### src/hw/rtl/cmm_pkg.sv
// Shared types and constants for the complex matrix multiplier.
`timescale 1ns / 1ps
package cmm_pkg;
    localparam int MAX_DIM_DEF = 8;
    localparam int SIZE_CAP    = 8;
    localparam int CFG_W       = 4;
    localparam int DATA_W      = 32;
    localparam int ACC_W       = 72;

    localparam logic [1:0] MODE_LOAD_L = 2'd0;
    localparam logic [1:0] MODE_LOAD_R = 2'd1;
    localparam logic [1:0] MODE_START  = 2'd2;

    localparam logic [1:0] CFG_ROWS  = 2'd0;
    localparam logic [1:0] CFG_INNER = 2'd1;
    localparam logic [1:0] CFG_COLS  = 2'd2;

    typedef struct packed {
        logic [1:0]         mode;
        logic [2:0]         row_index;
        logic [2:0]         col_index;
        logic signed [31:0] value_real;
        logic signed [31:0] value_imag;
    } t_req;

    typedef struct packed {
        logic [2:0]         out_row;
        logic [2:0]         out_col;
        logic signed [31:0] prod_real;
        logic signed [31:0] prod_imag;
        logic               last_of_run;
        logic               status;
    } t_res;

    // size register to effective size: 0 acts as 1, large values clamp
    function automatic logic [4:0] eff_size(input logic [3:0] v, input logic [4:0] cap);
        logic [4:0] r;
        r = {1'b0, v};
        if (v == 4'd0) r = 5'd1;
        if (r > cap) r = cap;
        return r;
    endfunction

    // floor shift by 24 and saturate to 32 bits
    function automatic logic [31:0] acc_sat(input logic signed [ACC_W-1:0] a);
        logic signed [ACC_W-25:0] s;
        s = a[ACC_W-1:24];
        if (s > $signed(48'sh0000_7FFF_FFFF)) return 32'h7FFF_FFFF;
        if (s < $signed(48'shFFFF_8000_0000)) return 32'h8000_0000;
        return s[31:0];
    endfunction
endpackage

### src/hw/rtl/cmm_front.sv
// Front end: classifies requests, registers store writes, errors and start commands.
`timescale 1ns / 1ps
module cmm_front import cmm_pkg::*; #(
    parameter int MAX_DIM = MAX_DIM_DEF
) (
    input  logic       i_clk,
    input  logic       i_rst_n,
    input  logic       i_valid,
    input  t_req       i_req,
    input  logic [4:0] i_nr,
    input  logic [4:0] i_nk,
    input  logic [4:0] i_nc,
    output logic       o_err_valid,
    output t_res       o_err,
    output logic       o_start,
    output logic       o_wr_l,
    output logic       o_wr_r,
    output logic [$clog2(MAX_DIM*MAX_DIM)-1:0] o_wr_addr,
    output logic [63:0] o_wr_data
);
    localparam int AW = $clog2(MAX_DIM*MAX_DIM);
    localparam int IW = $clog2(MAX_DIM);
    logic [4:0] w_rlim, w_clim;
    logic       w_load, w_bad;
    logic [IW-1:0] w_r, w_c;

    always_comb begin
        w_load = (i_req.mode == MODE_LOAD_L) || (i_req.mode == MODE_LOAD_R);
        w_rlim = (i_req.mode == MODE_LOAD_L) ? i_nr : i_nk;
        w_clim = (i_req.mode == MODE_LOAD_L) ? i_nk : i_nc;
        w_bad  = ({2'b0, i_req.row_index} >= w_rlim) || ({2'b0, i_req.col_index} >= w_clim);
        w_r    = IW'(i_req.row_index);
        w_c    = IW'(i_req.col_index);
    end

    always_ff @(posedge i_clk) begin
        if (!i_rst_n) begin
            o_err_valid <= 1'b0;
            o_start     <= 1'b0;
            o_wr_l      <= 1'b0;
            o_wr_r      <= 1'b0;
        end else begin
            o_err_valid <= i_valid && w_load && w_bad;
            o_start     <= i_valid && (i_req.mode == MODE_START);
            o_wr_l      <= i_valid && (i_req.mode == MODE_LOAD_L) && !w_bad;
            o_wr_r      <= i_valid && (i_req.mode == MODE_LOAD_R) && !w_bad;
        end
        o_err     <= '{out_row: i_req.row_index, out_col: i_req.col_index,
                       prod_real: '0, prod_imag: '0, last_of_run: 1'b0, status: 1'b1};
        // row-major slot: row * MAX_DIM + col
        o_wr_addr <= AW'(w_r * MAX_DIM + w_c);
        o_wr_data <= {i_req.value_real, i_req.value_imag};
    end
endmodule

### config.mk
export PLATFORM = sky130hd
export DESIGN_NAME = cmm_front
export DESIGN_NICKNAME = d
export VERILOG_FILES = /design/src/hw/rtl/cmm_pkg.sv /design/src/hw/rtl/cmm_front.sv
export SDC_FILE = /design/constraint.sdc
export NUM_CORES = 1
export LEC_CHECK = 0
export ABC_AREA = 1
export BUFFER_PORTS_ARGS = -buffer_cell sky130_fd_sc_hd__buf_2
export CORE_MARGIN = 2
export CORE_UTILIZATION = 30
export CTS_BUF_LIST = sky130_fd_sc_hd__clkbuf_4 sky130_fd_sc_hd__clkbuf_8
export DETAILED_ROUTE_END_ITERATION = 16
export GPL_ROUTABILITY_DRIVEN = 0
export PLACE_DENSITY = 0.78
export SYNTH_ARGS = -nofsm -noshare
export SYNTH_HDL_FRONTEND = slang
export SYNTH_SLANG_ARGS = --single-unit
### constraint.sdc
create_clock -name i_clk -period 2.25 [get_ports i_clk]
set_input_delay 0.225 -clock i_clk [delete_from_list [all_inputs] [get_ports i_clk]]
set_output_delay 0.225 -clock i_clk [all_outputs]
set_load 0.05 [all_outputs]
# --- After elaboration in Yosys (flattened, before gate mapping) ---
# Cells that the tools add are included.
totals:
  regBits: 80
  in_bits: 90
  output_inout_bits: 146
classes:
  add_sub_neg: 1
  order_cmp: 2
  n_eq_ne: 2
  muxes: 2
  reduce_logical: 11
op_table:
  columns: ["cell", "n"]
  rows:
  - ["3-bit by 5-bit >= comparator with 1-bit output", 2]
  - ["5-bit two-way mux", 2]
  - ["1-bit logical AND", 7]
  - ["6-bit by 3-bit adder with 6-bit output", 1]
  - ["2-bit by 1-bit == test with 1-bit output, second input constant", 1]
  - ["2-bit == test, second input constant", 1]
  - ["2-bit zero test", 1]
  - ["1-bit logical OR", 2]
  - ["1-bit zero test", 1]

# --- Logic depth before layout (Yosys ltp) ---
# Gate-level depths: netlist of the first run.
logic_depth:
  word_depth: 6
  depth_mapped: 12

# --- Worst setup path after synthesis of the first run ---
# OpenSTA, ideal clock, no wires.
synth_timing:
  path_kind: "input -> register"
  from: "input port i_req[70] (netlist name)"
  to: "register o_wr_l"
  setup_time_ps: 64
  arrival_time_ps: 1169
  t_required_ps: 2186
  path_slack_ps: 1017
  stages: 9
  n_path_buf: 0
  path_cell_list: "nor2_4 > nand2_1 > o21ai_1 > ha_1 > a21oi_1 > nand2_2 > nand2_2 > nand2_1 > nor2_1"
synth_between:
  elab_chain_len: 6
synth_lines:
  columns: ["element", "line_no", "rtl"]
  rows:
  - ["start, declared", "cmm_front.sv:9", "input t_req i_req,"]
  - ["2-bit zero test (*)", "cmm_front.sv:29, cmm_front.sv:30, cmm_front.sv:45", null]
  - ["5-bit two-way mux, on equally long branches", "cmm_front.sv:29, cmm_front.sv:30", null]
  - ["3-bit by 5-bit >= comparator with 1-bit output", "cmm_front.sv:31", "w_bad = ({2'b0, i_req.row_index} >= w_rlim) || ({2'b0, i_req.col_index} >= w_clim);"]
  - ["1-bit logical OR", "cmm_front.sv:31", null]
  - ["1-bit zero test", "cmm_front.sv:45", "o_wr_l <= i_valid && (i_req.mode == MODE_LOAD_L) && !w_bad;"]
  - ["1-bit logical AND (*)", "cmm_front.sv:45", null]
  - ["end signal, assigned", "cmm_front.sv:45", null]
  - ["end, declared", "cmm_front.sv:16", "output logic o_wr_l,"]
# Mark *: on every way between the ends. The rest lies on a longest branch, timed or not.
# A chain may end at the register's enable or synchronous reset.

# --- Final worst setup path of the first run ---
layout_timing:
  from: "input port i_req[64] (netlist name)"
  to: "register o_wr_r"
layout_between:
  elab_chain_len: 4
layout_lines:
  columns: ["element", "line_no", "rtl"]
  rows:
  - ["3-bit by 5-bit >= comparator with 1-bit output", "cmm_front.sv:31", null]
  - ["1-bit logical OR", "cmm_front.sv:31", null]
  - ["1-bit zero test", "cmm_front.sv:46", "o_wr_r <= i_valid && (i_req.mode == MODE_LOAD_R) && !w_bad;"]
  - ["1-bit logical AND", "cmm_front.sv:46", null]
  - ["end signal, assigned", "cmm_front.sv:46", null]
  - ["end, declared", "cmm_front.sv:17", "output logic o_wr_r,"]
# No other way between the ends.

==> flow_summary.ini, run 1 <==
[status]
status = finished, final reports clean

[worst_hold_path]
hold_depth = 1
hp-start = i_req[66]
hold_class = primary input to register

[pwr]
power_leakage_uw = 0.002090
p_total_uw = 3235
ir_worst_vdd_v = 0.0003980
p_per_area_nw_per_um2 = 829.8

[floorplanning]
ios = 236
fp-row-count = 32
fp.dieH_um = 92.79
die-area_um2 = 8609
start_util_pct = 30.76
fp.dieW_um = 92.79
core_area_um2 = 7687

[global_route]
grt_max_degree = 14
antenna_found_initial = 1
grt_usage_pct = 15.88
grt_pass1_wl_um = 10200
grt_pass1_vias = 2005
grt_overflow_total = 0

[synth]
syn_area_um2 = 2365
synth_cell_types = 17
synth.avg_cell_area_um2 = 11.26
synthArstFlopShare_pct = 0
synth-edff-count = 0
ys_seq_elements = 74
yosysWarnings = 0
synth_top_area_share_pct = 62.65
yosysSeqAreaShare_pct = 62.65
synth_common_cells = dfxtp_1 (74), buf_4 (72), nand2_1 (19)
synthMostInstantiatedCell = dfxtp_1
synth_area_leader_cell = dfxtp_1
synth.area.top_cells = dfxtp_1 (63%), buf_4 (23%), ha_1 (3.2%)
ys.flop_type = dfxtp_1
synthCells = 210

[layout]
regArea_um2 = 1481
multiInputGateArea_um2 = 538.0
fin_util_pct = 50.72
area_growth_pct = 64.87
drive_gt1_share_pct = 43.49
n_fill_cell = 659
fin_nets = 544
instances_no_fill = 556

[routing]
dr.first_iter.drc_count = 38
final_antenna_net_count = 0
via_count = 2090
via_per_inst = 3.759
drc = 0
wl_um = 7566
routedWlPerCell_um = 13.61
dr.pass1.iters = 4

[worst_setup_path]
worstSetupStartpointType = primary input
crit_start = i_req[64]
endpoint = o_wr_r
worstSetupPathType = primary input to register
cp_max_fo = 2
crit_path_end_kind = register
cp.required_ps = 2510
arrival_ps = 1630

[sta]
period_needed_ps = 1365
maxSlewViolCount = 0
tns_ps = 0
setup_viol = 0
hold_viol_final = 0
min_period_over_period_pct = 60.65
rsz0062_at_grt = no
timing.fmax_ghz = 0.7328

[placed_design]
portBuffers = 169
hpwlAfterDp_um = 4752
dp_cells = 473

[clock_tree]
cts.repair.resized = 0
cts_sinks = 74
cts_buffer_depth = 2
cts_hold_buf = 66
cts_tree = yes
path_clk_slew_ps = 70
cts_setup_buffers = 0
cts_root_buffer = clkbuf_8
htree_levels = 3
numCtsBuffers = 9

[run]
drv_cap = 0
## worst min path at each step
stage	slack, ps	end
after floorplan	250	o_err[71]
after global routing	30	o_wr_addr[1]
after detailed placement	330	o_wr_data[47]
final	50	o_wr_addr[2]
after CTS	9	o_wr_addr[1]
after global placement	330	o_wr_data[57]
## stage by stage
step / cell area (um^2) / worst slack, ps / hold slack, ps
global route: 3899 / 795.3 / 30.08
floorplan: 2605 / 1017 / 252.7
CTS: 3896 / 919.5 / 9.162
finish: 3899 / 885.3 / 47.59
global placement: 3038 / 786.5 / 327.2
detailed placement: 3038 / 743.5 / 329.1
## layout by cell type, fill, tap and decap left out
| master | netlist | layout |
|---|---|---|
| dlygate4sd3_1 | 0 | 66 |
| nand3_1 | 2 | 2 |
| nor2_1 | 5 | 5 |
| nand2_1 | 19 | 19 |
| a21oi_2 | 1 | 1 |
| inv_6 | 0 | 1 |
| nor2_4 | 1 | 1 |
| inv_2 | 2 | 2 |
| clkbuf_8 | 0 | 9 |
| inv_1 | 10 | 10 |
| buf_2 | 0 | 169 |
| a21oi_1 | 2 | 2 |
| o21ai_0 | 3 | 3 |
| dfxtp_1 | 74 | 74 |
| diode_2 | 0 | 1 |
| nor2_2 | 1 | 1 |
| nand2_2 | 6 | 6 |
| clkinvlp_4 | 0 | 3 |
| ha_1 | 6 | 6 |
| clkinv_2 | 0 | 1 |
| nand2_4 | 1 | 1 |
| o21ai_1 | 3 | 3 |
| clkbuf_4 | 0 | 1 |
| bufinv_16 | 0 | 1 |
| conb_1 | 2 | 66 |
## flip-flops by register name, summed over array words and instances, names as in the netlist
name and cells:
o_wr_data 64, o_wr_addr 5, o_start 1, o_err_valid 1, o_err 1, o_wr_r 1
o_wr_l 1
## area by class of cell
cell class / instances / share of cell area (%)
diodes: 1 / 0.06418
clock buffers: 10 / 3.370
well taps: 102 / 3.273
inverters: 12 / 1.155
flip-flops and latches: 74 / 38.00
repair buffers: 235 / 38.64
multi-input cells: 116 / 13.80
clock inverters: 6 / 1.701
## cell families (layout without fill, tap and decap cells)
kind of cell	Yosys count	after routing	synth area share (%)
buffers and inverters	84	263	24.76
AO/OA/AOI/OAI	9	9	2.063
other	2	67	0.3176
flip-flops	74	74	62.65
AND/OR/NAND/NOR	35	35	7.037
adder cells (fa/ha/maj)	6	6	3.175
## power breakdown
part	internal [uW]	leakage [uW]	total (uW)	switching (uW)
registers	1380	0.000623	1400	21.8
logic	201	0.00137	825	624
clock network	527	0.0000923	1010	483
## per-layer routing
layer | part of all wire (%) | GRT usage, % | vias up
met5 | 0 | 0 | -
met2 | 54 | 32.25 | 151
met3 | 8.8 | 4.638 | 19
met4 | 3.3 | 7.353 | 0
met1 | 33 | 13.94 | 944
li1 | - | - | 976
## critical path: stages
cell and delay [ps]:
dlygate4sd3_1 530, buf_2 110, inv_1 40, ha_1 280, inv_1 50, nand2_1 50
nand2_1 70, nand2_2 50, nand2_2 70, nand2_1 70, nor2_1 80
(Power assumes the default switching activity.)
==> run 2: changes to the inputs <==
- clock period: 2.25 -> 1.4 ns (I/O delays scaled with it)
==> run 2 against run 1 <==
Sequential share of layout area is 0.83 points lower. Design area up 2.2%. Die area stayed put. Critical path type unchanged. Critical endpoint is now o_wr_l. Largest cell class unchanged.
==> flow_summary.ini, run 2 (synthesis results as in run 1) <==
[pwr]
ir_worst_vdd_v = 0.0004786
combPwrFrac_pct = 25.6
p_total_uw = 5317
power_leakage_uw = 0.002115
power_frac_seq_pct = 42.3
p_per_area_nw_per_um2 = 1334
switching_share_pct = 34.49
clkPwrFrac_pct = 32.1
net-switching-power_uw = 1834
intPower_uw = 3483

[placed_design]
portBuffers = 169
hpwlAfterDp_um = 4915
dp_cells = 474

[routing]
drc = 0
via_count = 2148
via_per_inst = 3.843
dr.pass1.iters = 5
final_antenna_net_count = 0
wl_um = 7982
dr.first_iter.drc_count = 46
routedWlPerCell_um = 14.28

[floorplanning]
fp.dieW_um = 92.79
start_util_pct = 30.76
fp.dieH_um = 92.79
fp-row-count = 32
die-area_um2 = 8609
ios = 236
core_area_um2 = 7687

[worst_setup_path]
critical_path.cell_chain = dlygate4sd3_1 > buf_2 > inv_1 > ha_1 > inv_1 > nand2_1 > nand2_1 > nand2_2 > nand2_2 > nand2_1 > nor2_1
crit_family = buffers and inverters
worstPathBufferInverterCount = 4
worstSetupStartpointType = primary input
cpMaxStageDelayCell = dlygate4sd3_1
cp.required_ps = 1670
crit_path_end_kind = register
cp_max_fo = 2
crit_top_cell = nand2_1
max_stage_delay_ps = 550
arrival_ps = 1630
worstSetupPathType = primary input to register

[clock_tree]
cts_tree = yes
htree_levels = 3
cts_sinks = 74
cts_root_buffer = clkbuf_8
cts_buffer_depth = 2
numCtsBuffers = 9
cts_setup_buffers = 0
path_clk_slew_ps = 80

[layout]
drive_gt1_share_pct = 43.98
instances_no_fill = 559
antenna_cells = 0
final_common_cell = buf_2
fin_nets = 548
largest_registers = o_wr_data (64), o_wr_addr (5)
final_cell_mix = buf_2 (168), dfxtp_1 (74), dlygate4sd3_1 (70)
area_growth_pct = 68.57
largest_reg_flops = 64
largest_register = o_wr_data

[global_route]
grt_max_degree = 14
grt_overflow_total = 0
antenna_found_initial = 0
grt_pass1_wl_um = 11000
grt_usage_pct = 17.26
grt_pass1_vias = 2112

[status]
status = finished, final reports clean

[sta]
min_period_over_period_pct = 96.97
maxSlewViolCount = 0
timing.fmax_ghz = 0.7366
period_needed_ps = 1358
hold_viol_final = 0
setup_viol = 0

[worst_hold_path]
hold_class = primary input to register

[run]
drv_cap = 0
run 2: changes by cell type in the layout (fill, tap and decap cells not counted), moves of 2 or more:
cell	before	now
a21oi_2	1	3
ha_1	6	4
clkbuf_8	9	11
a21oi_1	2	0
dlygate4sd3_1	66	70
ha_4	0	2
run 2: layer usage:
layer	part of all wire (%)	wire length (um)	track usage (%)	up-vias
li1	-	-	-	982
met1	32	2532	14.96	984
met2	54	4334	34.12	159
met3	9.7	777	5.207	23
met4	4.2	338	10.05	0
met5	0	0	0	-
run 2: what timing repair did:
item                                    CTS  global route
endpoints found under the setup margin    0             2
hold buffers                             70             0
endpoints found under the hold margin    70             0
resized for setup                         0             4
run 2: worst paths after layout:
check / from / endpoint / cells after the start
max: i_req[64] / o_wr_l / 11
min: i_req[70] / o_start / 2
run 2: cell type report:
type / instances / area (um^2)
well taps: 102 / 127.6
fillers: 654 / 3701
inverters: 12 / 45.04
clock buffers: 11 / 151.4
flip-flops and latches: 74 / 1481
repair buffers: 239 / 1549
multi-input cells: 116 / 570.5
clock inverters: 5 / 61.31
run 2: power groups by stage:
stage                     Clock (uW)  Combinational [uW]  Sequential (uW)
final                           1700                1360             2250
after global routing            1820                1410             2260
after CTS                       1700                1330             2240
after detailed placement           0                1170             2290
after global placement             0                1160             2290
after floorplan                    0                 654             2690
run 2: stage by stage:
stage / hold WS, ps / setup TNS, ps / setup WS [ps] / instance area [um^2] / utilization [%]
after floorplan: 167.7 / 0 / 252.1 / 2605 / -
after global placement: 242.4 / 0 / 63.32 / 3045 / 39.62
after detailed placement: 243.6 / -89.26 / -58.66 / 3045 / 39.62
after CTS: 34.00 / 0 / 46.36 / 3959 / 51.50
after global routing: 28.29 / -9.184 / -4.701 / 3986 / 51.86
final: 45.80 / 0 / 42.47 / 3986 / 51.86
==> run 3: changes to the inputs <==
- SETUP_SLACK_MARGIN: not set -> 0.4
- SLEW_MARGIN: not set -> 25
==> run 3 against run 2 <==
First-iteration DRC count up 24%. Critical path depth up 1. Routed wire length up 19%. Worst hold slack worse by 3.6 ps. Utilization up 10 points. Flip-flop and latch count unchanged. Sequential share of layout area down 4.2 points. Sequential power up 3%. Maximum frequency up 31%. Final cell count up 0.54%. Via count up 4.3%. Clock power up 20%. Critical path type unchanged.
==> flow_summary.ini, run 3 (synthesis results as in run 1) <==
[status]
status = finished, final reports clean

[layout]
area_growth_pct = 101.6
largest_register = o_wr_data
antenna_cells = 0
drive_gt1_share_pct = 58.48
largest_reg_flops = 64
n_fill_cell = 560
instances_no_fill = 562
fin_nets = 551
final_cell_mix = buf_2 (87), dlygate4sd3_1 (71), conb_1 (66)
final_common_cell = buf_2
largest_registers = o_wr_data (64), o_wr_addr (5)
final_area_um2 = 4767

[global_route]
grt_overflow_total = 0
grt_usage_pct = 18.15
grt_pass1_wl_um = 11590
grt_pass1_vias = 2147
grt_max_degree = 15
antenna_found_initial = 0

[sta]
whs_ps = 42.19
maxSlewViolCount = 0
setup_viol = 0
hold_viol_final = 0
period_needed_ps = 1033
min_period_over_period_pct = 73.78
rsz0062_at_grt = yes
timing.fmax_ghz = 0.9681

[worst_setup_path]
crit_top_cell = nand2_1
crit_path_end_kind = register
endpoint = o_wr_l
crit_start = i_req[71]
cp.required_ps = 1680
max_stage_delay_ps = 240
cpMaxStageDelayCell = ha_1
cp_max_fo = 8
worstSetupStartpointType = primary input
worstSetupPathType = primary input to register
critical_path.cell_chain = buf_8 > nor2_4 > nand2_1 > o21ai_1 > ha_1 > inv_1 > nand2_1 > nand2_1 > nand2_1 > nand2_2 > nand2_2 > nor2_1
arrival_ps = 1310

[floorplanning]
core_area_um2 = 7687
die-area_um2 = 8609
ios = 236
fp.dieW_um = 92.79
fp-row-count = 32
fp.dieH_um = 92.79
start_util_pct = 30.76

[clock_tree]
numCtsBuffers = 9
cts_tree = yes
cts_root_buffer = clkbuf_8
htree_levels = 3
cts_buffer_depth = 2
path_clk_slew_ps = 80
cts_sinks = 74

[pwr]
net-switching-power_uw = 1961
switching_share_pct = 33.11
ir_worst_vdd_v = 0.0004934
combPwrFrac_pct = 26.4
p_total_uw = 5922
intPower_uw = 3961
clkPwrFrac_pct = 34.5
power_frac_seq_pct = 39.1
power_leakage_uw = 0.002372
p_per_area_nw_per_um2 = 1242

[routing]
via_per_inst = 3.986
wl_um = 9522
dr.first_iter.drc_count = 57
final_antenna_net_count = 0
dr.pass1.iters = 4
drc = 0
routedWlPerCell_um = 16.94
via_count = 2240

[placed_design]
dp_cells = 473
hpwlAfterDp_um = 4742
post_dp_cell_area_um2 = 3049
portBuffers = 169

[worst_hold_path]
hold_class = primary input to register

[run]
drv_cap = 0
run 3: cell types whose count changed in the layout (fill, tap and decap cells not counted), sizes merged, moves of 2 or more:
cell and change:
clkbuf -2, bufinv +2, clkinvlp -2, buf +2
run 3: per-stage QoR:
stage	util (%)	setup slack, ps	TNS (ps)
finish	62.01	367.0	0
global route	62.01	295.3	0
CTS	57.39	336.7	0
detailed placement	39.66	-11.57	-19.70
global placement	39.66	74.38	0
floorplan	-	280.1	0
run 3: routing by layer:
layer	vias up	track usage [%]	routed length [um]
li1	992	-	-
met1	1036	17.00	3136
met2	186	34.48	5085
met3	26	6.428	969
met4	0	8.946	331
met5	-	0	0
run 3: power groups by stage:
| stage | Clock [uW] | Combinational, uW | Sequential [uW] |
|---|---|---|---|
| final | 2040 | 1560 | 2310 |
| after global routing | 2180 | 1610 | 2320 |
| after CTS | 2010 | 1440 | 2270 |
| after detailed placement | 0 | 1160 | 2300 |
| after global placement | 0 | 1150 | 2290 |
| after floorplan | 0 | 657 | 2690 |
run 3: worst max-delay path: cells and delay by family:
kind            cells  cell delay [ps]
simple gates        8              700
fa+ha+maj           1              240
buf+inv             2              160
compound gates      1               80
run 3: worst min path at each step:
stage	from	end	slack [ps]	cells after the start
after floorplan	i_req[0]	o_wr_data[0]	170	0
after global placement	i_req[55]	o_wr_data[55]	240	1
after detailed placement	i_req[52]	o_wr_data[52]	240	1
after CTS	i_req[70]	o_wr_r	20	3
after global routing	i_req[70]	o_wr_r	40	3
final	i_req[70]	o_wr_r	40	3
run 3: repair_timing:
action	CTS	global route
setup buffers	1	1
endpoints found under the hold margin	71	0
gates resized for setup	140	130
endpoints found under the setup margin	83	79
pin swaps	5	8
hold buffers	71	0
run 3: area by class of cell:
| class | count | area, um^2 | area share [%] |
|---|---|---|---|
| timing repair buffer | 242 | 2220 | 46.56 |
| sequential | 74 | 1570 | 32.94 |
| multi-input combinational | 116 | 554.3 | 11.63 |
| tap | 102 | 127.6 | 2.677 |
| clock buffer | 9 | 123.9 | 2.598 |
| clock inverter | 7 | 123.9 | 2.598 |
| inverter | 12 | 47.55 | 0.9974 |
